$ cat src/design/arp_pkg.sv
// Package for the ARP header parser: request and response payload types,
// header layout constants and status/segment codes. No dependencies.
`timescale 1ns / 1ps

package arp_pkg;

   // Fixed header length in bytes and the widths of the position counter.
   localparam int unsigned HDR_LEN   = 8;
   localparam int unsigned COUNT_W   = 11;
   localparam logic [COUNT_W-1:0] COUNT_MAX = {COUNT_W{1'b1}};

   // Largest address length that is accepted.
   localparam logic [7:0] MAX_ADDR_LEN = 8'd16;

   // Header byte positions.
   localparam logic [2:0] POS_HW_CODE_HI    = 3'd0;
   localparam logic [2:0] POS_HW_CODE_LO    = 3'd1;
   localparam logic [2:0] POS_PROTO_CODE_HI = 3'd2;
   localparam logic [2:0] POS_PROTO_CODE_LO = 3'd3;
   localparam logic [2:0] POS_HW_LEN        = 3'd4;
   localparam logic [2:0] POS_PROTO_LEN     = 3'd5;
   localparam logic [2:0] POS_OPCODE_HI     = 3'd6;
   localparam logic [2:0] POS_OPCODE_LO     = 3'd7;

   // Response kinds.
   localparam logic KIND_ADDR    = 1'b0;
   localparam logic KIND_SUMMARY = 1'b1;

   // Address segments.
   localparam logic [1:0] SEG_SENDER_HW    = 2'd0;
   localparam logic [1:0] SEG_SENDER_PROTO = 2'd1;
   localparam logic [1:0] SEG_TARGET_HW    = 2'd2;
   localparam logic [1:0] SEG_TARGET_PROTO = 2'd3;

   // Summary status codes.
   localparam logic [1:0] STATUS_OK        = 2'd0;
   localparam logic [1:0] STATUS_TRUNCATED = 2'd1;
   localparam logic [1:0] STATUS_BAD_LEN   = 2'd2;

   typedef struct packed {
      logic [7:0] data_byte;
      logic       last_byte;
   } arp_req_type;

   typedef struct packed {
      logic        kind;
      logic [1:0]  segment;
      logic [3:0]  byte_index;
      logic [7:0]  byte_value;
      logic [15:0] hw_code;
      logic [15:0] proto_code;
      logic [7:0]  hw_length;
      logic [7:0]  proto_length;
      logic [15:0] op_code;
      logic [1:0]  status;
   } arp_rsp_type;

   // Which responses the request in the input register produces.
   typedef struct packed {
      logic addr;
      logic summary;
   } arp_emit_type;

endpackage

$ cat src/design/arp_field_decode.sv
// Header tracking and field decode for the ARP parser: byte counter, latched
// header fields, address segment classification and the end-of-packet status.
// Depends on arp_pkg.
`timescale 1ns / 1ps

module arp_field_decode (
   input  logic                 clock,
   input  logic                 reset,
   input  logic                 item_valid,
   input  arp_pkg::arp_req_type item,
   input  logic                 commit,
   output arp_pkg::arp_emit_type emit,
   output arp_pkg::arp_rsp_type addr_rsp,
   output arp_pkg::arp_rsp_type sum_rsp
);
   import arp_pkg::*;

   logic [COUNT_W-1:0] count_ff, count_in;
   logic [15:0] hw_code_ff, hw_code_in, hw_code_upd;
   logic [15:0] proto_code_ff, proto_code_in, proto_code_upd;
   logic [7:0]  hw_len_ff, hw_len_in, hw_len_upd;
   logic [7:0]  proto_len_ff, proto_len_in, proto_len_upd;
   logic [15:0] opcode_ff, opcode_in, opcode_upd;

   logic               in_header;
   logic               len_ok;
   logic [COUNT_W-1:0] off, h, p, b2, b3, b4, idx_full;
   logic [1:0]         seg;
   logic               in_addr;
   logic [COUNT_W:0]   total;
   logic [1:0]         status;

   assign in_header = (count_ff < COUNT_W'(HDR_LEN));

   // Header bytes overwrite their register as they pass.
   always_comb begin
      hw_code_upd    = hw_code_ff;
      proto_code_upd = proto_code_ff;
      hw_len_upd     = hw_len_ff;
      proto_len_upd  = proto_len_ff;
      opcode_upd     = opcode_ff;
      if (in_header) begin
         unique case (count_ff[2:0])
            POS_HW_CODE_HI:    hw_code_upd[15:8]    = item.data_byte;
            POS_HW_CODE_LO:    hw_code_upd[7:0]     = item.data_byte;
            POS_PROTO_CODE_HI: proto_code_upd[15:8] = item.data_byte;
            POS_PROTO_CODE_LO: proto_code_upd[7:0]  = item.data_byte;
            POS_HW_LEN:        hw_len_upd           = item.data_byte;
            POS_PROTO_LEN:     proto_len_upd        = item.data_byte;
            POS_OPCODE_HI:     opcode_upd[15:8]     = item.data_byte;
            POS_OPCODE_LO:     opcode_upd[7:0]      = item.data_byte;
            default:           hw_code_upd          = hw_code_ff;
         endcase
      end
   end

   assign len_ok = (hw_len_upd <= MAX_ADDR_LEN) && (proto_len_upd <= MAX_ADDR_LEN);

   // Segment boundaries, measured from the first byte after the header.
   assign off = count_ff - COUNT_W'(HDR_LEN);
   assign h   = COUNT_W'(hw_len_upd);
   assign p   = COUNT_W'(proto_len_upd);
   assign b2  = h + p;
   assign b3  = b2 + h;
   assign b4  = b3 + p;

   always_comb begin
      seg      = SEG_SENDER_HW;
      idx_full = off;
      priority if (off < h) begin
         seg      = SEG_SENDER_HW;
         idx_full = off;
      end else if (off < b2) begin
         seg      = SEG_SENDER_PROTO;
         idx_full = off - h;
      end else if (off < b3) begin
         seg      = SEG_TARGET_HW;
         idx_full = off - b2;
      end else begin
         seg      = SEG_TARGET_PROTO;
         idx_full = off - b3;
      end
   end

   assign in_addr = !in_header && len_ok && (off < b4);

   // A short header is truncated; else lengths are judged before truncation.
   assign total = {1'b0, count_ff} + (COUNT_W+1)'(1);
   always_comb begin
      priority if (total < (COUNT_W+1)'(HDR_LEN)) begin
         status = STATUS_TRUNCATED;
      end else if (!len_ok) begin
         status = STATUS_BAD_LEN;
      end else if ((total - (COUNT_W+1)'(HDR_LEN)) < {1'b0, b4}) begin
         status = STATUS_TRUNCATED;
      end else begin
         status = STATUS_OK;
      end
   end

   assign emit.addr    = item_valid && in_addr;
   assign emit.summary = item_valid && item.last_byte;

   always_comb begin
      addr_rsp            = '0;
      addr_rsp.kind       = KIND_ADDR;
      addr_rsp.segment    = seg;
      addr_rsp.byte_index = idx_full[3:0];
      addr_rsp.byte_value = item.data_byte;

      sum_rsp              = '0;
      sum_rsp.kind         = KIND_SUMMARY;
      sum_rsp.hw_code      = hw_code_upd;
      sum_rsp.proto_code   = proto_code_upd;
      sum_rsp.hw_length    = hw_len_upd;
      sum_rsp.proto_length = proto_len_upd;
      sum_rsp.op_code      = opcode_upd;
      sum_rsp.status       = status;
   end

   // State advances only when the request leaves the input register.
   always_comb begin
      count_in      = count_ff;
      hw_code_in    = hw_code_ff;
      proto_code_in = proto_code_ff;
      hw_len_in     = hw_len_ff;
      proto_len_in  = proto_len_ff;
      opcode_in     = opcode_ff;
      if (commit) begin
         if (item.last_byte) begin
            count_in      = '0;
            hw_code_in    = '0;
            proto_code_in = '0;
            hw_len_in     = '0;
            proto_len_in  = '0;
            opcode_in     = '0;
         end else begin
            count_in      = (count_ff != COUNT_MAX) ? count_ff + COUNT_W'(1) : count_ff;
            hw_code_in    = hw_code_upd;
            proto_code_in = proto_code_upd;
            hw_len_in     = hw_len_upd;
            proto_len_in  = proto_len_upd;
            opcode_in     = opcode_upd;
         end
      end
   end

   always_ff @(posedge clock) begin
      if (reset) begin
         count_ff      <= '0;
         hw_code_ff    <= '0;
         proto_code_ff <= '0;
         hw_len_ff     <= '0;
         proto_len_ff  <= '0;
         opcode_ff     <= '0;
      end else begin
         count_ff      <= count_in;
         hw_code_ff    <= hw_code_in;
         proto_code_ff <= proto_code_in;
         hw_len_ff     <= hw_len_in;
         proto_len_ff  <= proto_len_in;
         opcode_ff     <= opcode_in;
      end
   end

`ifndef ASSERT_OFF
   a_addr_after_header: assert property (@(posedge clock) disable iff (reset)
      emit.addr |-> (count_ff >= COUNT_W'(HDR_LEN)))
      else $error("address byte emitted inside the header");

   a_clear_on_last: assert property (@(posedge clock) disable iff (reset)
      (commit && item.last_byte) |=> (count_ff == '0 && hw_len_ff == '0))
      else $error("state not cleared after the last byte");
`endif

endmodule

$ cat src/design/arp_rsp_buf.sv
// Two-entry response buffer for the ARP parser. Takes zero, one or two
// responses per cycle and presents them in order. Depends on arp_pkg.
`timescale 1ns / 1ps

module arp_rsp_buf (
   input  logic                  clock,
   input  logic                  reset,
   input  logic                  push,
   input  arp_pkg::arp_emit_type emit,
   input  arp_pkg::arp_rsp_type  addr_rsp,
   input  arp_pkg::arp_rsp_type  sum_rsp,
   output logic [1:0]            space,
   output logic                  rsp_valid,
   input  logic                  rsp_ready,
   output arp_pkg::arp_rsp_type  rsp_data
);
   import arp_pkg::*;

   logic [1:0]  occ_ff, occ_in;
   arp_rsp_type q0_ff, q0_in, q1_ff, q1_in;
   logic        pop;
   logic [1:0]  rem, n, push_n;
   arp_rsp_type first_rsp;

   assign rsp_valid = (occ_ff != 2'd0);
   assign rsp_data  = q0_ff;
   assign pop       = rsp_valid && rsp_ready;
   assign rem       = occ_ff - {1'b0, pop};
   assign space     = 2'd2 - rem;

   assign n         = {1'b0, emit.addr} + {1'b0, emit.summary};
   assign push_n    = push ? n : 2'd0;
   assign first_rsp = emit.addr ? addr_rsp : sum_rsp;
   assign occ_in    = rem + push_n;

   always_comb begin
      q0_in = q0_ff;
      q1_in = q1_ff;
      unique case (rem)
         2'd0: begin
            q0_in = first_rsp;
            q1_in = sum_rsp;
         end
         2'd1: begin
            q0_in = pop ? q1_ff : q0_ff;
            q1_in = first_rsp;
         end
         default: begin
            q0_in = q0_ff;
            q1_in = q1_ff;
         end
      endcase
   end

   always_ff @(posedge clock) begin
      if (reset) begin
         occ_ff <= '0;
      end else begin
         occ_ff <= occ_in;
      end
   end

   always_ff @(posedge clock) begin
      q0_ff <= q0_in;
      q1_ff <= q1_in;
   end

`ifndef ASSERT_OFF
   a_no_overflow: assert property (@(posedge clock) disable iff (reset)
      push |-> (push_n <= space))
      else $error("response buffer overflow");
`endif

endmodule

$ cat src/design/arp_packet_parser_unit.sv
// Top level of the ARP header parser: input register, field decode and
// response buffer. Depends on arp_pkg, arp_field_decode and arp_rsp_buf.
`timescale 1ns / 1ps
// Path: a request accepted into the input register is decoded there and, once the
//   buffer has room, its responses are registered in the buffer until they are taken.
// Throughput: one byte per cycle; the two-entry buffer takes both responses of a
//   final address byte, and the input stalls only while the buffer lacks room.
// Reset: synchronous and active high; clears the byte counter, the header
//   registers, the input register's valid flag and the buffer occupancy.

module arp_packet_parser_unit (
   input  logic                 clock,
   input  logic                 reset,
   input  logic                 req_valid,
   output logic                 req_ready,
   input  arp_pkg::arp_req_type req_data,
   output logic                 rsp_valid,
   input  logic                 rsp_ready,
   output arp_pkg::arp_rsp_type rsp_data
);
   import arp_pkg::*;

   // Input register: one request waits here while it is decoded.
   logic          s1_valid_ff, s1_valid_in;
   arp_req_type   s1_req_ff, s1_req_in;
   logic          req_fire;
   logic          advance;

   arp_emit_type  emit;
   arp_rsp_type   addr_rsp, sum_rsp;
   logic [1:0]    space;
   logic [1:0]    need;

   // A request moves on once the buffer has room for every response it makes.
   assign need      = {1'b0, emit.addr} + {1'b0, emit.summary};
   assign advance   = s1_valid_ff && (need <= space);
   assign req_ready = !s1_valid_ff || advance;
   assign req_fire  = req_valid && req_ready;

   assign s1_valid_in = req_fire || (s1_valid_ff && !advance);
   assign s1_req_in   = req_fire ? req_data : s1_req_ff;

   always_ff @(posedge clock) begin
      if (reset) begin
         s1_valid_ff <= 1'b0;
      end else begin
         s1_valid_ff <= s1_valid_in;
      end
   end

   always_ff @(posedge clock) begin
      s1_req_ff <= s1_req_in;
   end

   // Counter, header registers and response formation.
   arp_field_decode u_decode (
      .clock      (clock),
      .reset      (reset),
      .item_valid (s1_valid_ff),
      .item       (s1_req_ff),
      .commit     (advance),
      .emit       (emit),
      .addr_rsp   (addr_rsp),
      .sum_rsp    (sum_rsp)
   );

   // Responses wait here so that new requests keep flowing under back-pressure.
   arp_rsp_buf u_rsp_buf (
      .clock     (clock),
      .reset     (reset),
      .push      (advance),
      .emit      (emit),
      .addr_rsp  (addr_rsp),
      .sum_rsp   (sum_rsp),
      .space     (space),
      .rsp_valid (rsp_valid),
      .rsp_ready (rsp_ready),
      .rsp_data  (rsp_data)
   );

`ifndef ASSERT_OFF
   a_hold_stalled: assert property (@(posedge clock) disable iff (reset)
      (s1_valid_ff && !advance) |=> (s1_valid_ff && $stable(s1_req_ff)))
      else $error("stalled request lost from the input register");
`endif

endmodule
$ cat config.mk
export PLATFORM = sky130hd
export DESIGN_NAME = arp_packet_parser_unit
export DESIGN_NICKNAME = d
export VERILOG_FILES = /design/src/design/arp_pkg.sv /design/src/design/arp_field_decode.sv /design/src/design/arp_rsp_buf.sv /design/src/design/arp_packet_parser_unit.sv
export SDC_FILE = /design/constraint.sdc
export NUM_CORES = 1
export LEC_CHECK = 0
export BUFFER_PORTS_ARGS = -buffer_cell sky130_fd_sc_hd__buf_4
export CORE_MARGIN = 10
export CORE_UTILIZATION = 45
export DETAILED_ROUTE_END_ITERATION = 8
export GPL_TIMING_DRIVEN = 0
export SYNTH_ARGS = -nofsm -noshare
export SYNTH_HDL_FRONTEND = slang
export SYNTH_HIERARCHICAL = 1
export SYNTH_SLANG_ARGS = --single-unit
export TNS_END_PERCENT = 20
$ cat constraint.sdc
create_clock -name clock -period 8 [get_ports clock]
set_input_delay 1.2 -clock clock [delete_from_list [all_inputs] [get_ports clock]]
set_output_delay 1.2 -clock clock [all_outputs]
set_load 0.02 [all_outputs]
==> flow_summary.toml <==
[status]
violations = "negative setup slack"
status = "finished, violations left"

[pwr]
ir_worst_vdd_uv = 567
p_per_area_nw_per_um2 = 302
p_total_mw = 5.78
p_seq_share_pct = 37.9
leakagePower_nw = 8.00
p_int_mw = 3.61
sw_frac_of_total_pct = 37.5
power_switching_mw = 2.17
combPwrFrac_pct = 38.9
pwr-share-clk_pct = 23.2

[clock_network]
cts_hold_repair.buffers = 0
cts_root_buffer = "clkbuf_16"
clock_sinks = 249
cts_made_buffers = 28
clkLatencyLatePin_ns = 0.55
clock_path_buffers = 3
cts_tree = "yes"
htree_levels = 1
clkSlewWorstSetupHoldPaths_ns = 0.06

[finish]
drive_gt1_share_pct = 29.6
nets = 1803
area_delta_synth_final_pct = 23.4
fin_area_um2 = 19100
final_cells = 2178
diodes = 0

[setup_path]
cp-end-kind = "output pin"
critPathMaxFanout = 8
worst_path_max_delay_cell = "or4b_2"
critPathRequiredTime_ns = 6.80
worstPathArrival_ns = 7.50
path_class = "flip-flop to output pin"
cp_num_cells = 29
reg2regPathDepth = 38
cp_slowest_stage_delay_ns = 0.70
cp-start-kind = "flip-flop"
cpLargestDelayFamily = "adder cells"
critPathBufInv = 7
cpMostUsedCell = "ha_4"

[route]
drcViolationCount = 0
drt.antenna.violating_nets = 0
wl_per_cell_um = 20.0
wirelength_um = 43600
drtPass1Iterations = 5
via_per_inst = 5.40
vias = 11800
drt_iter0_markers = 800

[logic_synthesis]
syn-cell-area_um2 = 15500
synth_cell_types = 84
synth_area_leaders = "edfxtp_1 (33%), dfxtp_1 (10%), ha_1 (6.3%), mux2_1 (5.9%), mux2i_1 (5.7%)"
synth_edf_count = 171
synthDominantCellAreaShare_pct = 33.1
ys_seq_elements = 249
syn_area_per_cell_um2 = 10.6
synth_largest_area_cell = "edfxtp_1"
synthArstFlopShare_pct = 0
synth_cells = 1457
yosys_warnings = 6
synthFlopType = "edfxtp_1"
synth-seq-area-share_pct = 43.2

[sta]
finalWorstSetupSlack_ns = -0.696
slew_viol_final = 0
rsz0062_at_grt = "yes"
fin_setup_tns_ns = -0.696
skew_ns = 0.0223
period_share_pct = 109
setup_viol = 1
fmax_mhz = 115
hold_violations = 0
fin_crit_ns = 8.70
worst_slew_pin_slew_ns = 1.09
relSlewSlack_pct = 27.3

[global_route]
grt_pass1_vias = 11300
grt_max_degree = 51
antenna_found_initial = 0
overflow = 0
grt_pass1_wl_um = 66400
grt_usage_pct = 19.9

[placement]
place_area_um2 = 17300
place_hpwl_um = 30600
pre_cts_ws_ns = -1.82
placedCellCount = 2082
place_congestion = 0.918
numPortBuffers = 95

[flow_run]
max-cap-violations = 0

[floorplanning]
die_h_um = 206
io_pins = 96
rows = 67
start_util_pct = 45.9
die_area_um2 = 42300
die-width_um = 206
coreArea_um2 = 33800

[hold_path]
whs_path_depth = 2
hp-class = "flip-flop to flip-flop"
## state kept, by name, indices dropped and copies added, names as in the netlist
signal,cells
u_rsp_buf/q1_ff,81
u_decode/opcode_ff,16
s1_req_ff,9
u_decode/proto_code_ff,16
s1_valid_ff,1
u_rsp_buf/rsp_data,81
u_decode/hw_code_ff,16
u_decode/hw_len_ff,8
u_decode/count_ff,11
u_decode/proto_len_ff,8
u_rsp_buf/occ_ff,2
## Yosys cell counts (4+ instances only)
| master | count |
|---|---|
| clkbuf_1 | 37 |
| inv_1 | 57 |
| inv_2 | 4 |
| buf_2 | 32 |
| edfxtp_1 | 171 |
| nand4_1 | 4 |
| xnor2_1 | 31 |
| o21ai_1 | 4 |
| buf_1 | 6 |
| a21o_1 | 15 |
| fa_1 | 4 |
| nand2b_1 | 7 |
| or2_2 | 6 |
| and3_1 | 6 |
| o21a_1 | 11 |
| a21boi_0 | 5 |
| nor3_1 | 92 |
| nand3_1 | 14 |
| and2_1 | 5 |
| nor4_1 | 6 |
| a21oi_1 | 117 |
| ha_1 | 78 |
| a22oi_1 | 74 |
| buf_4 | 100 |
| nand2_1 | 41 |
| mux2_1 | 81 |
| nor2_1 | 105 |
| o21bai_1 | 4 |
| mux2i_1 | 89 |
| mux2_2 | 49 |
| xor2_1 | 19 |
| dfxtp_1 | 78 |
| nor2b_1 | 6 |
| o21ai_0 | 25 |
## cells by family after synthesis
| kind of cell | Yosys count | synth area share, % |
|---|---|---|
| AOI/OAI and AO/OA | 300 | 13.0 |
| xor gates and xnor gates | 52 | 3.13 |
| adders and majority gates | 85 | 7.02 |
| buffers and inverters | 238 | 8.53 |
| DFF | 249 | 43.2 |
| muxes | 220 | 15.3 |
| other | 2 | 0.0484 |
| and+or+nand+nor | 311 | 9.79 |
## through the flow
stage / hold WS [ns] / util [%]
2_1_floorplan: 0.476 / -
3_3_place_gp: 0.485 / 51.0
3_5_place_dp: 0.496 / 51.2
4_1_cts: 0.512 / 55.2
5_1_grt: 0.542 / 56.6
6_report: 0.511 / 56.6
## power by group through the flow
stage | registers (mW) | clock network (mW) | logic [mW]
final | 2.19 | 1.34 | 2.25
after detailed placement | 2.22 | 0 | 2.21
after CTS | 2.19 | 1.37 | 2.24
after global placement | 2.30 | 0 | 2.10
after global routing | 2.23 | 1.42 | 2.43
after floorplan | 2.49 | 0 | 1.07
## per-layer routing
| layer | up-vias | global-route usage (%) | routed length (um) |
|---|---|---|---|
| li1 | 5701 | - | - |
| met1 | 5735 | 27.3 | 19700 |
| met2 | 284 | 33.2 | 21200 |
| met3 | 49 | 1.98 | 2010 |
| met4 | 0 | 4.52 | 729 |
| met5 | - | 0 | 0 |
## worst min-delay path, cell delays in order (launching register included)
cell	delay (ns)
dfxtp_1	0.32
a22oi_1	0.08
nor2_1	0.07
## cell usage in the layout, fill, tap and decap left out, types with 5 or more instances in the layout
| cell type | Yosys | routed |
|---|---|---|
| conb_1 | 2 | 82 |
| nor2b_1 | 6 | 6 |
| nand3_1 | 14 | 13 |
| xor2_1 | 19 | 17 |
| a21o_1 | 15 | 15 |
| a21oi_2 | 1 | 10 |
| mux2_2 | 49 | 48 |
| clkbuf_1 | 37 | 27 |
| inv_2 | 4 | 12 |
| or2_2 | 6 | 6 |
| ha_4 | 0 | 11 |
| buf_6 | 2 | 9 |
| o21ai_0 | 25 | 20 |
| buf_4 | 100 | 251 |
| ha_1 | 78 | 67 |
| o21a_1 | 11 | 10 |
| xnor2_1 | 31 | 24 |
| a21boi_0 | 5 | 5 |
| buf_2 | 32 | 28 |
| inv_4 | 0 | 5 |
| inv_1 | 57 | 42 |
| mux2_1 | 81 | 80 |
| nand2_1 | 41 | 38 |
| clkbuf_16 | 0 | 28 |
| mux2i_1 | 89 | 87 |
| and3_1 | 6 | 6 |
| nor3_1 | 92 | 91 |
| a22oi_1 | 74 | 70 |
| xnor2_2 | 0 | 5 |
| dfxtp_1 | 78 | 73 |
| nand2b_1 | 7 | 6 |
| edfxtp_1 | 171 | 171 |
| o21ai_1 | 4 | 6 |
| nor2_1 | 105 | 99 |
| a21oi_1 | 117 | 105 |
## repair_timing
action	CTS	global route
pin swaps	27	39
endpoints found under the setup margin	250	236
buffers inserted	27	26
endpoints found under the hold margin	0	0
resized for setup	70	84
## layout make-up
| cell class | instances | area, um^2 |
|---|---|---|
| fill | 2898 | 14600 |
| inverter | 61 | 254 |
| multi-input combinational | 1050 | 8350 |
| tap | 448 | 561 |
| clock buffer | 36 | 771 |
| timing repair buffer | 150 | 1170 |
| sequential | 249 | 6710 |
| buffer | 168 | 1130 |
| clock inverter | 16 | 196 |
## final timing paths
kind | start | endpoint | slack [ns]
worst min register to register | u_decode/hw_code_ff[4] | u_decode/hw_code_ff[4] | 0.51
worst min-delay path | u_decode/hw_code_ff[4] | u_decode/hw_code_ff[4] | 0.51
worst max register to register | u_decode/count_ff[0] | u_rsp_buf/q1_ff[77] | 0.16
worst max-delay path | u_decode/count_ff[0] | req_ready | -0.70
(Power assumes the default switching activity.)
